==> src/ilha_pkg.sv <==
`default_nettype none
// ---------------------------------------------------------------------------
// ilha_pkg
// Shared types and codes for the implicit-list heap allocator.
// ---------------------------------------------------------------------------
package ilha_pkg;

	localparam logic [2:0] ST_OK        = 3'd0;
	localparam logic [2:0] ST_NO_FIT    = 3'd1;
	localparam logic [2:0] ST_BAD_SIZE  = 3'd2;
	localparam logic [2:0] ST_BAD_ADDR  = 3'd3;
	localparam logic [2:0] ST_NOT_ALLOC = 3'd4;

	// controller -> datapath
	typedef struct packed {
		logic load;      // capture request, reset walk
		logic rd;        // read tag at the selected address
		logic step;      // evaluate read tag
		logic wr;        // perform one write of the selected op
		logic [3:0] sel;
	} ilha_cmd_t;

	// datapath -> controller
	typedef struct packed {
		logic walk_done;
		logic hit;       // allocate: found; free: header matches allocated block
		logic split;     // allocate: remainder large enough to split off
		logic merge_prev;
		logic merge_next;
		logic zero_done;
	} ilha_sts_t;

	localparam logic [3:0] W_A_HEAD  = 4'd0;
	localparam logic [3:0] W_A_FOOT  = 4'd1;
	localparam logic [3:0] W_A_RHEAD = 4'd2;
	localparam logic [3:0] W_A_RFOOT = 4'd3;
	localparam logic [3:0] W_F_ZERO  = 4'd4;
	localparam logic [3:0] W_F_HEAD  = 4'd5;
	localparam logic [3:0] W_F_FOOT  = 4'd6;
	localparam logic [3:0] W_F_PZ0   = 4'd7;
	localparam logic [3:0] W_F_PZ1   = 4'd8;
	localparam logic [3:0] W_F_NZ0   = 4'd9;
	localparam logic [3:0] W_F_NZ1   = 4'd10;
	localparam logic [3:0] R_WALK    = 4'd11;
	localparam logic [3:0] R_PREV    = 4'd12;
	localparam logic [3:0] R_NEXT    = 4'd13;

endpackage
`default_nettype wire

==> src/implicit_list_heap_allocator_top.sv <==
`default_nettype none
// Allocate walks the block tags, writes header and footer, and the remainder's when
// one is split off; free walks the tags to the header, zeroes the payload, writes
// header and footer, and clears the inner tags of each neighbor merged; a bad size
// or address goes straight to the result. One request in flight; the next transfer
// is taken in the cycle after the result transfer. After reset a fill pass writes
// the initial heap; no request is taken until it ends.
// ---------------------------------------------------------------------------
// implicit_list_heap_allocator_top
// Boundary-tag heap allocator, first or best fit, with free and merge.
// ---------------------------------------------------------------------------
module implicit_list_heap_allocator_top #(
	parameter int HEAP_BYTES = 127
) (
	input  wire logic        clk,
	input  wire logic        arst_n,
	input  wire logic        cfg_we,
	input  wire logic        cfg_wdata,
	input  wire logic        s_tvalid,
	output logic             s_tready,
	input  wire logic [15:0] s_tdata,   // request_size[7:0], free_address[15:8]
	input  wire logic        s_tuser,   // mode
	output logic             m_tvalid,
	input  wire logic        m_tready,
	output logic [15:0]      m_tdata    // payload_address[6:0], status[9:7], zero pad
);
	localparam logic [7:0] MAXV = 8'(HEAP_BYTES - 2);
	logic fit_q, go, idle, rv, aok, init_busy;
	logic [2:0] rst;
	logic [6:0] pa;
	ilha_pkg::ilha_cmd_t cmd;
	ilha_pkg::ilha_sts_t sts;

	always_ff @(posedge clk or negedge arst_n) begin
		if (!arst_n) fit_q <= 1'b0;
		else if (cfg_we) fit_q <= cfg_wdata;
	end

	assign s_tready = idle;
	assign go = s_tvalid && idle;

	ilha_ctrl u_ctrl (
		.clk, .arst_n, .in_go(go), .mode(s_tuser),
		.size_ok(s_tdata[7:0] >= 8'd1 && s_tdata[7:0] <= MAXV),
		.addr_ok(s_tdata[15:8] >= 8'd1 && s_tdata[15:8] <= MAXV),
		.init_busy, .out_free(m_tready), .sts, .cmd, .idle,
		.res_vld(rv), .res_st(rst), .res_adr_ok(aok)
	);

	ilha_datapath #(.HEAP_BYTES(HEAP_BYTES)) u_dp (
		.clk, .arst_n, .cmd, .sts, .fit_policy(fit_q), .mode(s_tuser),
		.request_size(s_tdata[7:0]), .free_address(s_tdata[15:8]),
		.pick_addr(pa), .init_busy
	);

	assign m_tvalid = rv;
	assign m_tdata  = {6'd0, rst, aok ? pa : 7'd0};
endmodule
`default_nettype wire

==> src/ilha_datapath.sv <==
`default_nettype none
// ---------------------------------------------------------------------------
// ilha_datapath
// Heap memory, tag walk, fit selection, split and merge arithmetic.
// ---------------------------------------------------------------------------
module ilha_datapath #(
	parameter int HEAP_BYTES = 127
) (
	input  wire logic clk,
	input  wire logic arst_n,
	input  wire ilha_pkg::ilha_cmd_t cmd,
	output ilha_pkg::ilha_sts_t sts,
	input  wire logic fit_policy,
	input  wire logic mode,
	input  wire logic [7:0] request_size,
	input  wire logic [7:0] free_address,
	output logic [6:0] pick_addr,
	output logic init_busy
);
	localparam logic [7:0] HB = 8'(HEAP_BYTES);

	logic [7:0] mem [HEAP_BYTES];
	logic [7:0] rdata_q;
	logic [7:0] pos_q, req_q, pick_q, psize_q, head_q, size_q, foot_q, zi_q;
	logic [7:0] ohead_q, ofoot_q, init_q;
	logic       found_q, pol_q, done_q, mode_q, pm_q, nm_q;
	logic [6:0] ts;
	logic [7:0] s, need, diff, nsz, waddr, wdata, raddr, pos_nx, init_word;
	logic       good, fit, split, prev_ok, next_ok;

	assign init_busy = (init_q != HB);
	assign ts     = rdata_q[7:1];
	assign s      = {1'b0, ts};
	assign good   = (ts != 7'd0) && ({1'b0, pos_q} + {1'b0, s} <= {1'b0, HB});
	assign pos_nx = pos_q + s;
	assign need   = req_q + 8'd2;
	assign fit    = !rdata_q[0] && (s >= need);
	assign diff   = psize_q - need;
	assign split  = (diff >= 8'd3);
	assign nsz    = split ? need : psize_q;
	assign pick_addr = 7'(pick_q + 8'd1);
	assign prev_ok = (head_q != 8'd0) && !rdata_q[0] && (ts != 7'd0) && (s <= head_q);
	assign next_ok = (foot_q < HB - 8'd1) && !rdata_q[0] && (ts != 7'd0) &&
	                 ({1'b0, foot_q} + 9'd1 + {1'b0, s} <= {1'b0, HB});
	assign init_word = (init_q == 8'd0 || init_q == HB - 8'd1) ? {HB[6:0], 1'b0} : 8'd0;

	// read select
	always_comb begin
		case (cmd.sel)
			ilha_pkg::R_PREV: raddr = (head_q == 8'd0) ? 8'd0 : head_q - 8'd1;
			ilha_pkg::R_NEXT: raddr = (foot_q >= HB - 8'd1) ? foot_q : foot_q + 8'd1;
			default:          raddr = pos_q;
		endcase
	end

	// write select
	always_comb begin
		waddr = 8'd0;
		wdata = 8'd0;
		case (cmd.sel)
			ilha_pkg::W_A_HEAD:  begin waddr = pick_q; wdata = {nsz[6:0], 1'b1}; end
			ilha_pkg::W_A_FOOT:  begin
				waddr = pick_q + nsz - 8'd1;
				wdata = {nsz[6:0], 1'b1};
			end
			ilha_pkg::W_A_RHEAD: begin waddr = pick_q + need; wdata = {diff[6:0], 1'b0}; end
			ilha_pkg::W_A_RFOOT: begin
				waddr = pick_q + psize_q - 8'd1;
				wdata = {diff[6:0], 1'b0};
			end
			ilha_pkg::W_F_ZERO:  waddr = zi_q;
			ilha_pkg::W_F_HEAD:  begin waddr = head_q; wdata = {size_q[6:0], 1'b0}; end
			ilha_pkg::W_F_FOOT:  begin waddr = foot_q; wdata = {size_q[6:0], 1'b0}; end
			ilha_pkg::W_F_PZ0:   waddr = ohead_q - 8'd1;
			ilha_pkg::W_F_PZ1:   waddr = ohead_q;
			ilha_pkg::W_F_NZ0:   waddr = ofoot_q;
			ilha_pkg::W_F_NZ1:   waddr = ofoot_q + 8'd1;
			default: ;
		endcase
	end

	always_ff @(posedge clk) begin
		if (init_busy)
			mem[init_q[6:0]] <= init_word;
		else if (cmd.wr)
			mem[waddr[6:0]] <= wdata;
		if (cmd.rd)
			rdata_q <= mem[raddr[6:0]];
	end

	always_ff @(posedge clk or negedge arst_n) begin
		if (!arst_n) begin
			init_q  <= 8'd0;
			done_q  <= 1'b0;
			found_q <= 1'b0;
			mode_q  <= 1'b0;
			pol_q   <= 1'b0;
			pm_q    <= 1'b0;
			nm_q    <= 1'b0;
			req_q   <= 8'd0;
			pos_q   <= 8'd0;
			pick_q  <= 8'd0;
			psize_q <= 8'd0;
			head_q  <= 8'd0;
			size_q  <= 8'd0;
			foot_q  <= 8'd0;
			ohead_q <= 8'd0;
			ofoot_q <= 8'd0;
			zi_q    <= 8'd0;
		end else begin
			if (init_busy) init_q <= init_q + 8'd1;
			if (cmd.load) begin
				mode_q  <= mode;
				pol_q   <= fit_policy;
				req_q   <= request_size;
				head_q  <= free_address - 8'd1;
				pos_q   <= 8'd0;
				found_q <= 1'b0;
				done_q  <= 1'b0;
				pm_q    <= 1'b0;
				nm_q    <= 1'b0;
			end else if (cmd.step) begin
				case (cmd.sel)
					ilha_pkg::R_PREV: if (prev_ok) begin
						pm_q   <= 1'b1;
						head_q <= head_q - s;
						size_q <= size_q + s;
					end
					ilha_pkg::R_NEXT: if (next_ok) begin
						nm_q   <= 1'b1;
						foot_q <= foot_q + s;
						size_q <= size_q + s;
					end
					default: begin
						if (!mode_q) begin
							if (!good) done_q <= 1'b1;
							else begin
								if (fit && (!found_q || (pol_q && s < psize_q))) begin
									found_q <= 1'b1;
									pick_q  <= pos_q;
									psize_q <= s;
								end
								if (fit && !pol_q) done_q <= 1'b1;
								pos_q <= pos_nx;
								if (pos_nx > HB - 8'd3) done_q <= 1'b1;
							end
						end else begin
							// walk to header; hit when exact match and allocated
							if (pos_q >= head_q) begin
								done_q  <= 1'b1;
								found_q <= (pos_q == head_q) && good && rdata_q[0];
								size_q  <= s;
								foot_q  <= head_q + s - 8'd1;
								ohead_q <= head_q;
								ofoot_q <= head_q + s - 8'd1;
								zi_q    <= head_q + 8'd1;
							end else if (!good) begin
								done_q <= 1'b1;
							end else begin
								pos_q <= pos_nx;
								// jumped past the address: it is not a header
								if (pos_nx > head_q) done_q <= 1'b1;
							end
						end
					end
				endcase
			end
			if (cmd.wr && cmd.sel == ilha_pkg::W_F_ZERO) zi_q <= zi_q + 8'd1;
		end
	end

	always_comb begin
		sts.walk_done  = done_q;
		sts.hit        = found_q;
		sts.split      = split;
		sts.merge_prev = pm_q;
		sts.merge_next = nm_q;
		sts.zero_done  = (zi_q >= foot_q);
	end
endmodule
`default_nettype wire

==> src/ilha_ctrl.sv <==
`default_nettype none
// ---------------------------------------------------------------------------
// ilha_ctrl
// Sequencer for allocate and free requests.
// ---------------------------------------------------------------------------
module ilha_ctrl (
	input  wire logic clk,
	input  wire logic arst_n,
	input  wire logic in_go,
	input  wire logic mode,
	input  wire logic size_ok,
	input  wire logic addr_ok,
	input  wire logic init_busy,
	input  wire logic out_free,
	input  wire ilha_pkg::ilha_sts_t sts,
	output ilha_pkg::ilha_cmd_t cmd,
	output logic idle,
	output logic res_vld,
	output logic [2:0] res_st,
	output logic res_adr_ok
);
	localparam logic [4:0] S_IDLE = 5'd0, S_RD = 5'd1, S_STEP = 5'd2, S_CHK = 5'd3,
		S_AH = 5'd4, S_AF = 5'd5, S_ARH = 5'd6, S_ARF = 5'd7, S_ZERO = 5'd8,
		S_PRD = 5'd9, S_PEV = 5'd10, S_NRD = 5'd11, S_NEV = 5'd12, S_FH = 5'd13,
		S_FF = 5'd14, S_PZ0 = 5'd15, S_PZ1 = 5'd16, S_NZ0 = 5'd17, S_NZ1 = 5'd18,
		S_DONE = 5'd19;
	logic [4:0] st_q;
	logic       mode_q;
	logic [2:0] code_q;

	assign idle = (st_q == S_IDLE) && !init_busy;
	assign res_vld = (st_q == S_DONE);
	assign res_st = code_q;
	assign res_adr_ok = !mode_q && (code_q == ilha_pkg::ST_OK);

	always_comb begin
		cmd = '0;
		unique case (st_q)
			S_IDLE: cmd.load = in_go;
			S_RD:   begin cmd.rd = 1'b1; cmd.sel = ilha_pkg::R_WALK; end
			S_STEP: begin cmd.step = 1'b1; cmd.sel = ilha_pkg::R_WALK; end
			// next tag read overlaps the done check
			S_CHK:  begin cmd.rd = !sts.walk_done; cmd.sel = ilha_pkg::R_WALK; end
			S_AH:   begin cmd.wr = 1'b1; cmd.sel = ilha_pkg::W_A_HEAD; end
			S_AF:   begin cmd.wr = 1'b1; cmd.sel = ilha_pkg::W_A_FOOT; end
			S_ARH:  begin cmd.wr = 1'b1; cmd.sel = ilha_pkg::W_A_RHEAD; end
			S_ARF:  begin cmd.wr = 1'b1; cmd.sel = ilha_pkg::W_A_RFOOT; end
			S_ZERO: begin cmd.wr = !sts.zero_done; cmd.sel = ilha_pkg::W_F_ZERO; end
			S_PRD:  begin cmd.rd = 1'b1; cmd.sel = ilha_pkg::R_PREV; end
			S_PEV:  begin cmd.step = 1'b1; cmd.sel = ilha_pkg::R_PREV; end
			S_NRD:  begin cmd.rd = 1'b1; cmd.sel = ilha_pkg::R_NEXT; end
			S_NEV:  begin cmd.step = 1'b1; cmd.sel = ilha_pkg::R_NEXT; end
			S_FH:   begin cmd.wr = 1'b1; cmd.sel = ilha_pkg::W_F_HEAD; end
			S_FF:   begin cmd.wr = 1'b1; cmd.sel = ilha_pkg::W_F_FOOT; end
			S_PZ0:  begin cmd.wr = 1'b1; cmd.sel = ilha_pkg::W_F_PZ0; end
			S_PZ1:  begin cmd.wr = 1'b1; cmd.sel = ilha_pkg::W_F_PZ1; end
			S_NZ0:  begin cmd.wr = 1'b1; cmd.sel = ilha_pkg::W_F_NZ0; end
			S_NZ1:  begin cmd.wr = 1'b1; cmd.sel = ilha_pkg::W_F_NZ1; end
			default: ;
		endcase
	end

	always_ff @(posedge clk or negedge arst_n) begin
		if (!arst_n) begin
			st_q   <= S_IDLE;
			mode_q <= 1'b0;
			code_q <= ilha_pkg::ST_OK;
		end else begin
			unique case (st_q)
				S_IDLE: if (in_go) begin
					mode_q <= mode;
					code_q <= ilha_pkg::ST_OK;
					if (!mode && !size_ok) begin
						code_q <= ilha_pkg::ST_BAD_SIZE;
						st_q <= S_DONE;
					end else if (mode && !addr_ok) begin
						code_q <= ilha_pkg::ST_BAD_ADDR;
						st_q <= S_DONE;
					end else st_q <= S_RD;
				end
				S_RD:   st_q <= S_STEP;
				S_STEP: st_q <= S_CHK;
				S_CHK:  if (!sts.walk_done) st_q <= S_STEP;
					else if (!sts.hit) begin
						code_q <= mode_q ? ilha_pkg::ST_NOT_ALLOC : ilha_pkg::ST_NO_FIT;
						st_q <= S_DONE;
					end else st_q <= mode_q ? S_ZERO : S_AH;
				S_AH:   st_q <= S_AF;
				S_AF:   st_q <= sts.split ? S_ARH : S_DONE;
				S_ARH:  st_q <= S_ARF;
				S_ARF:  st_q <= S_DONE;
				S_ZERO: if (sts.zero_done) st_q <= S_PRD;
				S_PRD:  st_q <= S_PEV;
				S_PEV:  st_q <= S_NRD;
				S_NRD:  st_q <= S_NEV;
				S_NEV:  st_q <= S_FH;
				S_FH:   st_q <= S_FF;
				S_FF:   st_q <= sts.merge_prev ? S_PZ0 : (sts.merge_next ? S_NZ0 : S_DONE);
				S_PZ0:  st_q <= S_PZ1;
				S_PZ1:  st_q <= sts.merge_next ? S_NZ0 : S_DONE;
				S_NZ0:  st_q <= S_NZ1;
				S_NZ1:  st_q <= S_DONE;
				S_DONE: if (out_free) st_q <= S_IDLE;
				default: st_q <= S_IDLE;
			endcase
		end
	end
endmodule
`default_nettype wire
==> config.mk <==
export PLATFORM = sky130hd
export DESIGN_NAME = implicit_list_heap_allocator_top
export DESIGN_NICKNAME = d
export VERILOG_FILES = /design/src/ilha_pkg.sv /design/src/implicit_list_heap_allocator_top.sv /design/src/ilha_datapath.sv /design/src/ilha_ctrl.sv
export SDC_FILE = /design/constraint.sdc
export NUM_CORES = 2
export LEC_CHECK = 0
export BUFFER_PORTS_ARGS = -buffer_cell sky130_fd_sc_hd__buf_4
export CELL_PAD_IN_SITES_DETAIL_PLACEMENT = 1
export CELL_PAD_IN_SITES_GLOBAL_PLACEMENT = 1
export CORE_ASPECT_RATIO = 1.2
export CORE_MARGIN = 5
export CORE_UTILIZATION = 40
export DETAILED_ROUTE_END_ITERATION = 6
export PLACE_DENSITY = 0.76
export SKIP_LAST_GASP = 1
export SLEW_MARGIN = 20
export SYNTH_ARGS = -nofsm -noshare
export SYNTH_HDL_FRONTEND = slang
export SYNTH_SLANG_ARGS = --single-unit
==> constraint.sdc <==
create_clock -name clk -period 9.05 [get_ports clk]
set_clock_uncertainty 0.05 [all_clocks]
set_input_delay 1.81 -clock clk [delete_from_list [all_inputs] [get_ports clk]]
set_output_delay 1.81 -clock clk [all_outputs]
set_load 0.02 [all_outputs]
# ---- After elaboration in Yosys (flattened, before gate mapping)
# Memories as Yosys holds them, arrays and structs flattened. A register that Yosys moved wholly into a read port is not among the register bits.
# Index checks and enable logic that the tools add are counted.
dict set report word_totals {
  register_bits 100
  mem_bits_rw 1016
  out_inout_bits 18
  elab_cells 285
  memories 1
}
# name depth width rd rd_clocked_by_memory_dff wr line
set memory_table {}
lappend memory_table {u_dp.mem 127 8 1 1 1 ilha_datapath.sv:22} ;# logic [7:0] mem [HEAP_BYTES];
dict set report classes {
  add_sub_neg 25
  magnitude_cmp 16
  eq_ne 48
  muxes 90
  bitwise 4
  n_reduce_logical 80
}
# operator n
set ops {}
lappend ops {{8-bit two-way mux} 25}
lappend ops {{5-bit case mux with 19 select lines} 1}
lappend ops {{7-bit case mux with 11 select lines} 1}
lappend ops {{4-bit case mux with 13 select lines} 1}
lappend ops {{5-bit two-way mux} 9}
lappend ops {{5-bit by 4-bit equality test with 1-bit output, second input constant} 8}
lappend ops {{7-bit two-way mux} 5}
lappend ops {{1-bit two-way mux} 33}
lappend ops {{8-bit by 7-bit adder with 8-bit output} 4}
lappend ops {{8-bit case mux with 2 select lines} 2}
lappend ops {{7-bit by 1-bit subtractor with 7-bit output, second input constant} 4}
lappend ops {{8-bit by 1-bit adder with 8-bit output, second input constant} 3}
lappend ops {{8-bit case mux with 3 select lines} 1}
lappend ops {{2-bit nonzero test} 11}
lappend ops {{7-bit by 1-bit adder with 7-bit output, second input constant} 3}
lappend ops {{7-bit adder} 3}
lappend ops {{1-bit logical AND} 21}
lappend ops {{4-bit equality test, second input constant} 5}
lappend ops {{5-bit by 3-bit equality test with 1-bit output, second input constant} 4}
lappend ops {{5-bit equality test, second input constant} 4}
lappend ops {{9-bit by 7-bit <= comparator with 1-bit output, second input constant} 2}
lappend ops {{2-bit by 1-bit != test with 1-bit output, second input constant} 9}
lappend ops {{6-bit AND reduction} 3}
lappend ops {{4-bit by 3-bit equality test with 1-bit output, second input constant} 4}
lappend ops {{other kinds (53)} 97}

# ---- Longest topological paths before layout
dict set report depth {
  word_depth 11
  ltp_mapped 28
}

# ---- Cells and area by module
# From an unflattened synthesis, not the netlist that was laid out.
dict set report hier_totals {
  hier_cells 4187
  hier_area_um2 51579.5
}
# module n_inst cells_each area_each_um2 seq_area_each_um2
set by_module_without_submodules {}
lappend by_module_without_submodules {ilha_datapath 1 4050 50561.0 32976.6}
lappend by_module_without_submodules {ilha_ctrl 1 112 799.5 225.2}
lappend by_module_without_submodules {implicit_list_heap_allocator_top 1 25 219.0 25.0}

# ---- Least setup slack after synthesis
# No wires, ideal clock.
dict set report synth_path {
  path_type {reg2reg}
  from {register u_dp.req_q[1]}
  to {memory u_dp.mem[0][1], data pin}
  setup_ns 1.189
  t_arrival_ns 7.849
  path_slack_ns -0.038
  stages_incl_launch_ff 15
  cell_sequence {dfrtp_1 -> ha_1 -> xor2_1 -> inv_1 -> ha_1 -> inv_1 -> a21oi_1 -> nor2_1 -> xnor2_1 -> or4_1 -> nor3_2 -> nand2_4 -> mux2i_1 -> o221a_2 -> o21ai_0}
}
dict set report synth_via {
  elab_chain_len 6
}
# element line
set synth_rtl {}
lappend synth_rtl {{start: declaration} ilha_datapath.sv:24} ;# logic [7:0] pos_q, req_q, pick_q, psize_q, head_q, size_q, foot_q, zi_q;
lappend synth_rtl {{start signal: assignment} ilha_datapath.sv:115} ;# req_q <= request_size;
lappend synth_rtl {{8-bit by 2-bit adder with 8-bit output} ilha_datapath.sv:36} ;# assign need = req_q + 8'd2;
lappend synth_rtl {{7-bit by 8-bit subtractor with 8-bit output} ilha_datapath.sv:38} ;# assign diff = psize_q - need;
lappend synth_rtl {{8-bit by 2-bit greater-or-equal comparator with 1-bit output} ilha_datapath.sv:39} ;# assign split = (diff >= 8'd3);
lappend synth_rtl {{7-bit two-way mux} ilha_datapath.sv:40} ;# assign nsz = split ? need : psize_q;
lappend synth_rtl {{8-bit case mux with 3 select lines} ilha_datapath.sv:60} ;# case (cmd.sel)
lappend synth_rtl {{8-bit two-way mux (no line)} --}
lappend synth_rtl {{end: declaration} ilha_datapath.sv:22}
# No other way between the ends.

# ---- Worst setup path in the final report
dict set report layout_path {
  from {register u_dp.req_q[1]}
  to {memory u_dp.mem[21][0], enable pin}
}
dict set report layout_via {
  elab_chain_len 8
  word_cells_on_any_way 9
}
# element line
set layout_rtl {}
lappend layout_rtl {{8-bit by 2-bit adder with 8-bit output *} ilha_datapath.sv:36}
lappend layout_rtl {{7-bit by 8-bit subtractor with 8-bit output} ilha_datapath.sv:38}
lappend layout_rtl {{8-bit by 2-bit greater-or-equal comparator with 1-bit output} ilha_datapath.sv:39}
lappend layout_rtl {{7-bit two-way mux} ilha_datapath.sv:40}
lappend layout_rtl {{7-bit adder} ilha_datapath.sv:63} ;# waddr = pick_q + nsz - 8'd1;
lappend layout_rtl {{7-bit by 1-bit subtractor with 7-bit output} ilha_datapath.sv:63}
lappend layout_rtl {{7-bit case mux with 11 select lines *} ilha_datapath.sv:60}
lappend layout_rtl {{7-bit two-way mux (no line) *} --}
# Mark *: on every way between the ends. The rest lies on a longest branch, timed or not.

==> out/results.ini <==
[sta]
rsz0062_at_grt=no
final-setup-viol-count=0
worstMarginPinSlew_ps=1173
fin_ws_ps=999.9
finalSetupTns_ps=0
period_needed_ps=8050
fmax_ghz=0.1242
hold_viol_final=0
final_max_slew_viol_count=0
finalCritPeriodShare=0.8895
max_slew_margin=0.2177

[clock_tree]
cts.sinks=1122
cts-root-buf=clkbuf_16
cts_setup_buffers=0
cts_hold_buf=0
clk_pin_slew_worst_paths_ps=60
clk_latency_ps=760
numCtsBuffers=112
cts_tree=built
h-tree-depth=3
cts_resized=0
clockBufferDepth=3

[synth]
synth-edff-count=1024
yosysUniqueCellTypes=86
synth_cells=4209
yosysSeqAreaShare=0.6494
synth.cell_area_sq_um=51130
async_flop_share=0.08734
syn_area_per_cell_sq_um=12.15
yosysWarningCount=0
ys.flop_type=edfxtp_1
synth_seq_cells=1122

[global_routing]
grt_overflow_total=0
grt_pass1_wl_um=241100
grt_pass1_vias=36790
antenna_found_initial=1
grt_max_degree=153
grt_usage=0.2376

[die]
core_area_sq_um=126900
dieHeight_um=401.7
die_w_um=336.4
ios=41
dieArea_sq_um=135100
start_util=0.4031
core.rowCount=143

[place]
numPortBuffers=34
dp_slack_ps=1141
place_hpwl_um=103100
placed_cells=5761
gp_congestion=0.9166

[finish]
area_growth_pct=11.54
layout_commonest_cell=edfxtp_1
layout.cells.non_filler=5971
final_cell_mix=edfxtp_1 (1024), nand2_1 (903), a21oi_1 (419)
nets=4362
num_antenna_cells=0
layout-drive-gt1-share=0.09758

[route]
vias=35460
remaining_drc_errors=0
drtIter0Drc=3609
ant_nets=0
wl_per_cell_um=27.57
detail_route.wirelength_um=164600
drt_first_pass_iters=5
routed_via_density=5.939

[critical_path]
slowest_delay_ps=1160
end_kind=register
slowest_stage=nor3_1
startpoint_type=register
worstPathArrival_ps=8350
crit_type=register to register
crit_required_ps=9350
cp_max_fo=16

[power]
pwr-share-clk=0.348
power.leakage_uw=0.02000
p_total_uw=13450
p_seq_frac=0.442
vdd_drop_max_mv=0.1681
netSwitchingFraction=0.3161
power_switching_uw=4253
powerDensity_nw_per_um2=235.9
p_int_uw=9200
comb_power_share=0.210

[run]
drv_cap=0

[status]
outcome=completed

[worst_hold_path]
min_path_type=register to register

logic make-up after synthesis:
kind of cell | count (synthesis) | synth area share
buffers and inverters | 360 | 0.03392
AND/OR/NAND/NOR | 1479 | 0.1297
adder cells (fa/ha/maj) | 131 | 0.03338
XOR/XNOR | 86 | 0.01517
flip-flops | 1122 | 0.6494
AO/OA/AOI/OAI | 848 | 0.1003
other | 1 | 0.00007334
multiplexers | 182 | 0.03817
synthesized netlist by cell type (98+ instances only):
master | n | area share
nor2_1 | 129 | 0.0095
nor4_1 | 109 | 0.013
o21ai_0 | 108 | 0.011
nor3_1 | 105 | 0.010
clkbuf_1 | 115 | 0.0084
edfxtp_1 | 1024 | 0.60
mux2i_1 | 150 | 0.029
a21oi_1 | 420 | 0.041
inv_1 | 115 | 0.0084
ha_1 | 122 | 0.030
dfrtp_1 | 98 | 0.048
nand2_1 | 907 | 0.067
power by group through the flow:
stage | registers (uW) | logic, uW | clock network (uW)
after CTS | 5930 | 2780 | 4740
final | 5950 | 2830 | 4680
after floorplan | 5900 | 1810 | 0
after detailed placement | 6050 | 2750 | 0
after global placement | 6040 | 2660 | 0
after global routing | 5950 | 3030 | 4980
path summary, 6_finish.rpt:
kind	start	to	slack, ps	cells after the start
worst max-delay path	u_dp.req_q[1]	u_dp.mem[21][0]	1000	27
min in group asynchronous	arst_n	u_dp.head_q[3]	1010	1
worst max register to register	u_dp.req_q[1]	u_dp.mem[21][0]	1000	27
worst min register to register	u_dp.pol_q	u_dp.pol_q	440	2
max in group asynchronous	arst_n	u_dp.req_q[3]	6620	2
worst min-delay path	u_dp.pol_q	u_dp.pol_q	440	2
state kept, by name, summed over array words and instances (netlist names), 5 cells and up:
name          cells
u_dp.mem       1016
u_dp.head_q       8
u_ctrl.st_q       5
u_dp.psize_q      7
u_dp.pick_q       7
u_dp.zi_q         8
u_dp.init_q       8
u_dp.pos_q        8
u_dp.foot_q       8
u_dp.req_q        8
u_dp.ohead_q      7
u_dp.ofoot_q      7
u_dp.rdata_q      8
u_dp.size_q       7
through the flow:
step / instance area [sq um] / util / hold slack [ps]
2_1_floorplan: 51150 / - / 384.8
3_3_place_gp: 53240 / 0.4197 / 418.0
3_5_place_dp: 53250 / 0.4197 / 432.3
4_1_cts: 56940 / 0.4489 / 446.3
5_1_grt: 57030 / 0.4496 / 477.7
6_report: 57030 / 0.4496 / 440.3
routing by layer:
layer,global-route usage,wire (um),vias to the layer above
li1,-,-,15480
met1,0.2932,63510,18140
met2,0.4073,81410,1497
met3,0.04048,11750,341
met4,0.1106,7948,2
met5,0,13,-
final cells by class:
| class | instances | area [sq um] |
|---|---|---|
| clock inverter | 80 | 804.5 |
| fill | 13100 | 69820 |
| inverter | 115 | 431.7 |
| timing repair buffer | 125 | 1101 |
| multi-input combinational | 2732 | 16520 |
| clock buffer | 130 | 2892 |
| tap | 1667 | 2086 |
| sequential | 1122 | 33200 |
critical path, delay by kind of cell (launching register included):
family,cells,cell delay (ps)
AO/OA/AOI/OAI,6,1220
XOR/XNOR,3,630
adder cells (fa/ha/maj),5,1440
buffers and inverters,4,300
flip-flops,1,480
multiplexers,1,290
AND/OR/NAND/NOR,8,3260
(Power assumes the default switching activity.)
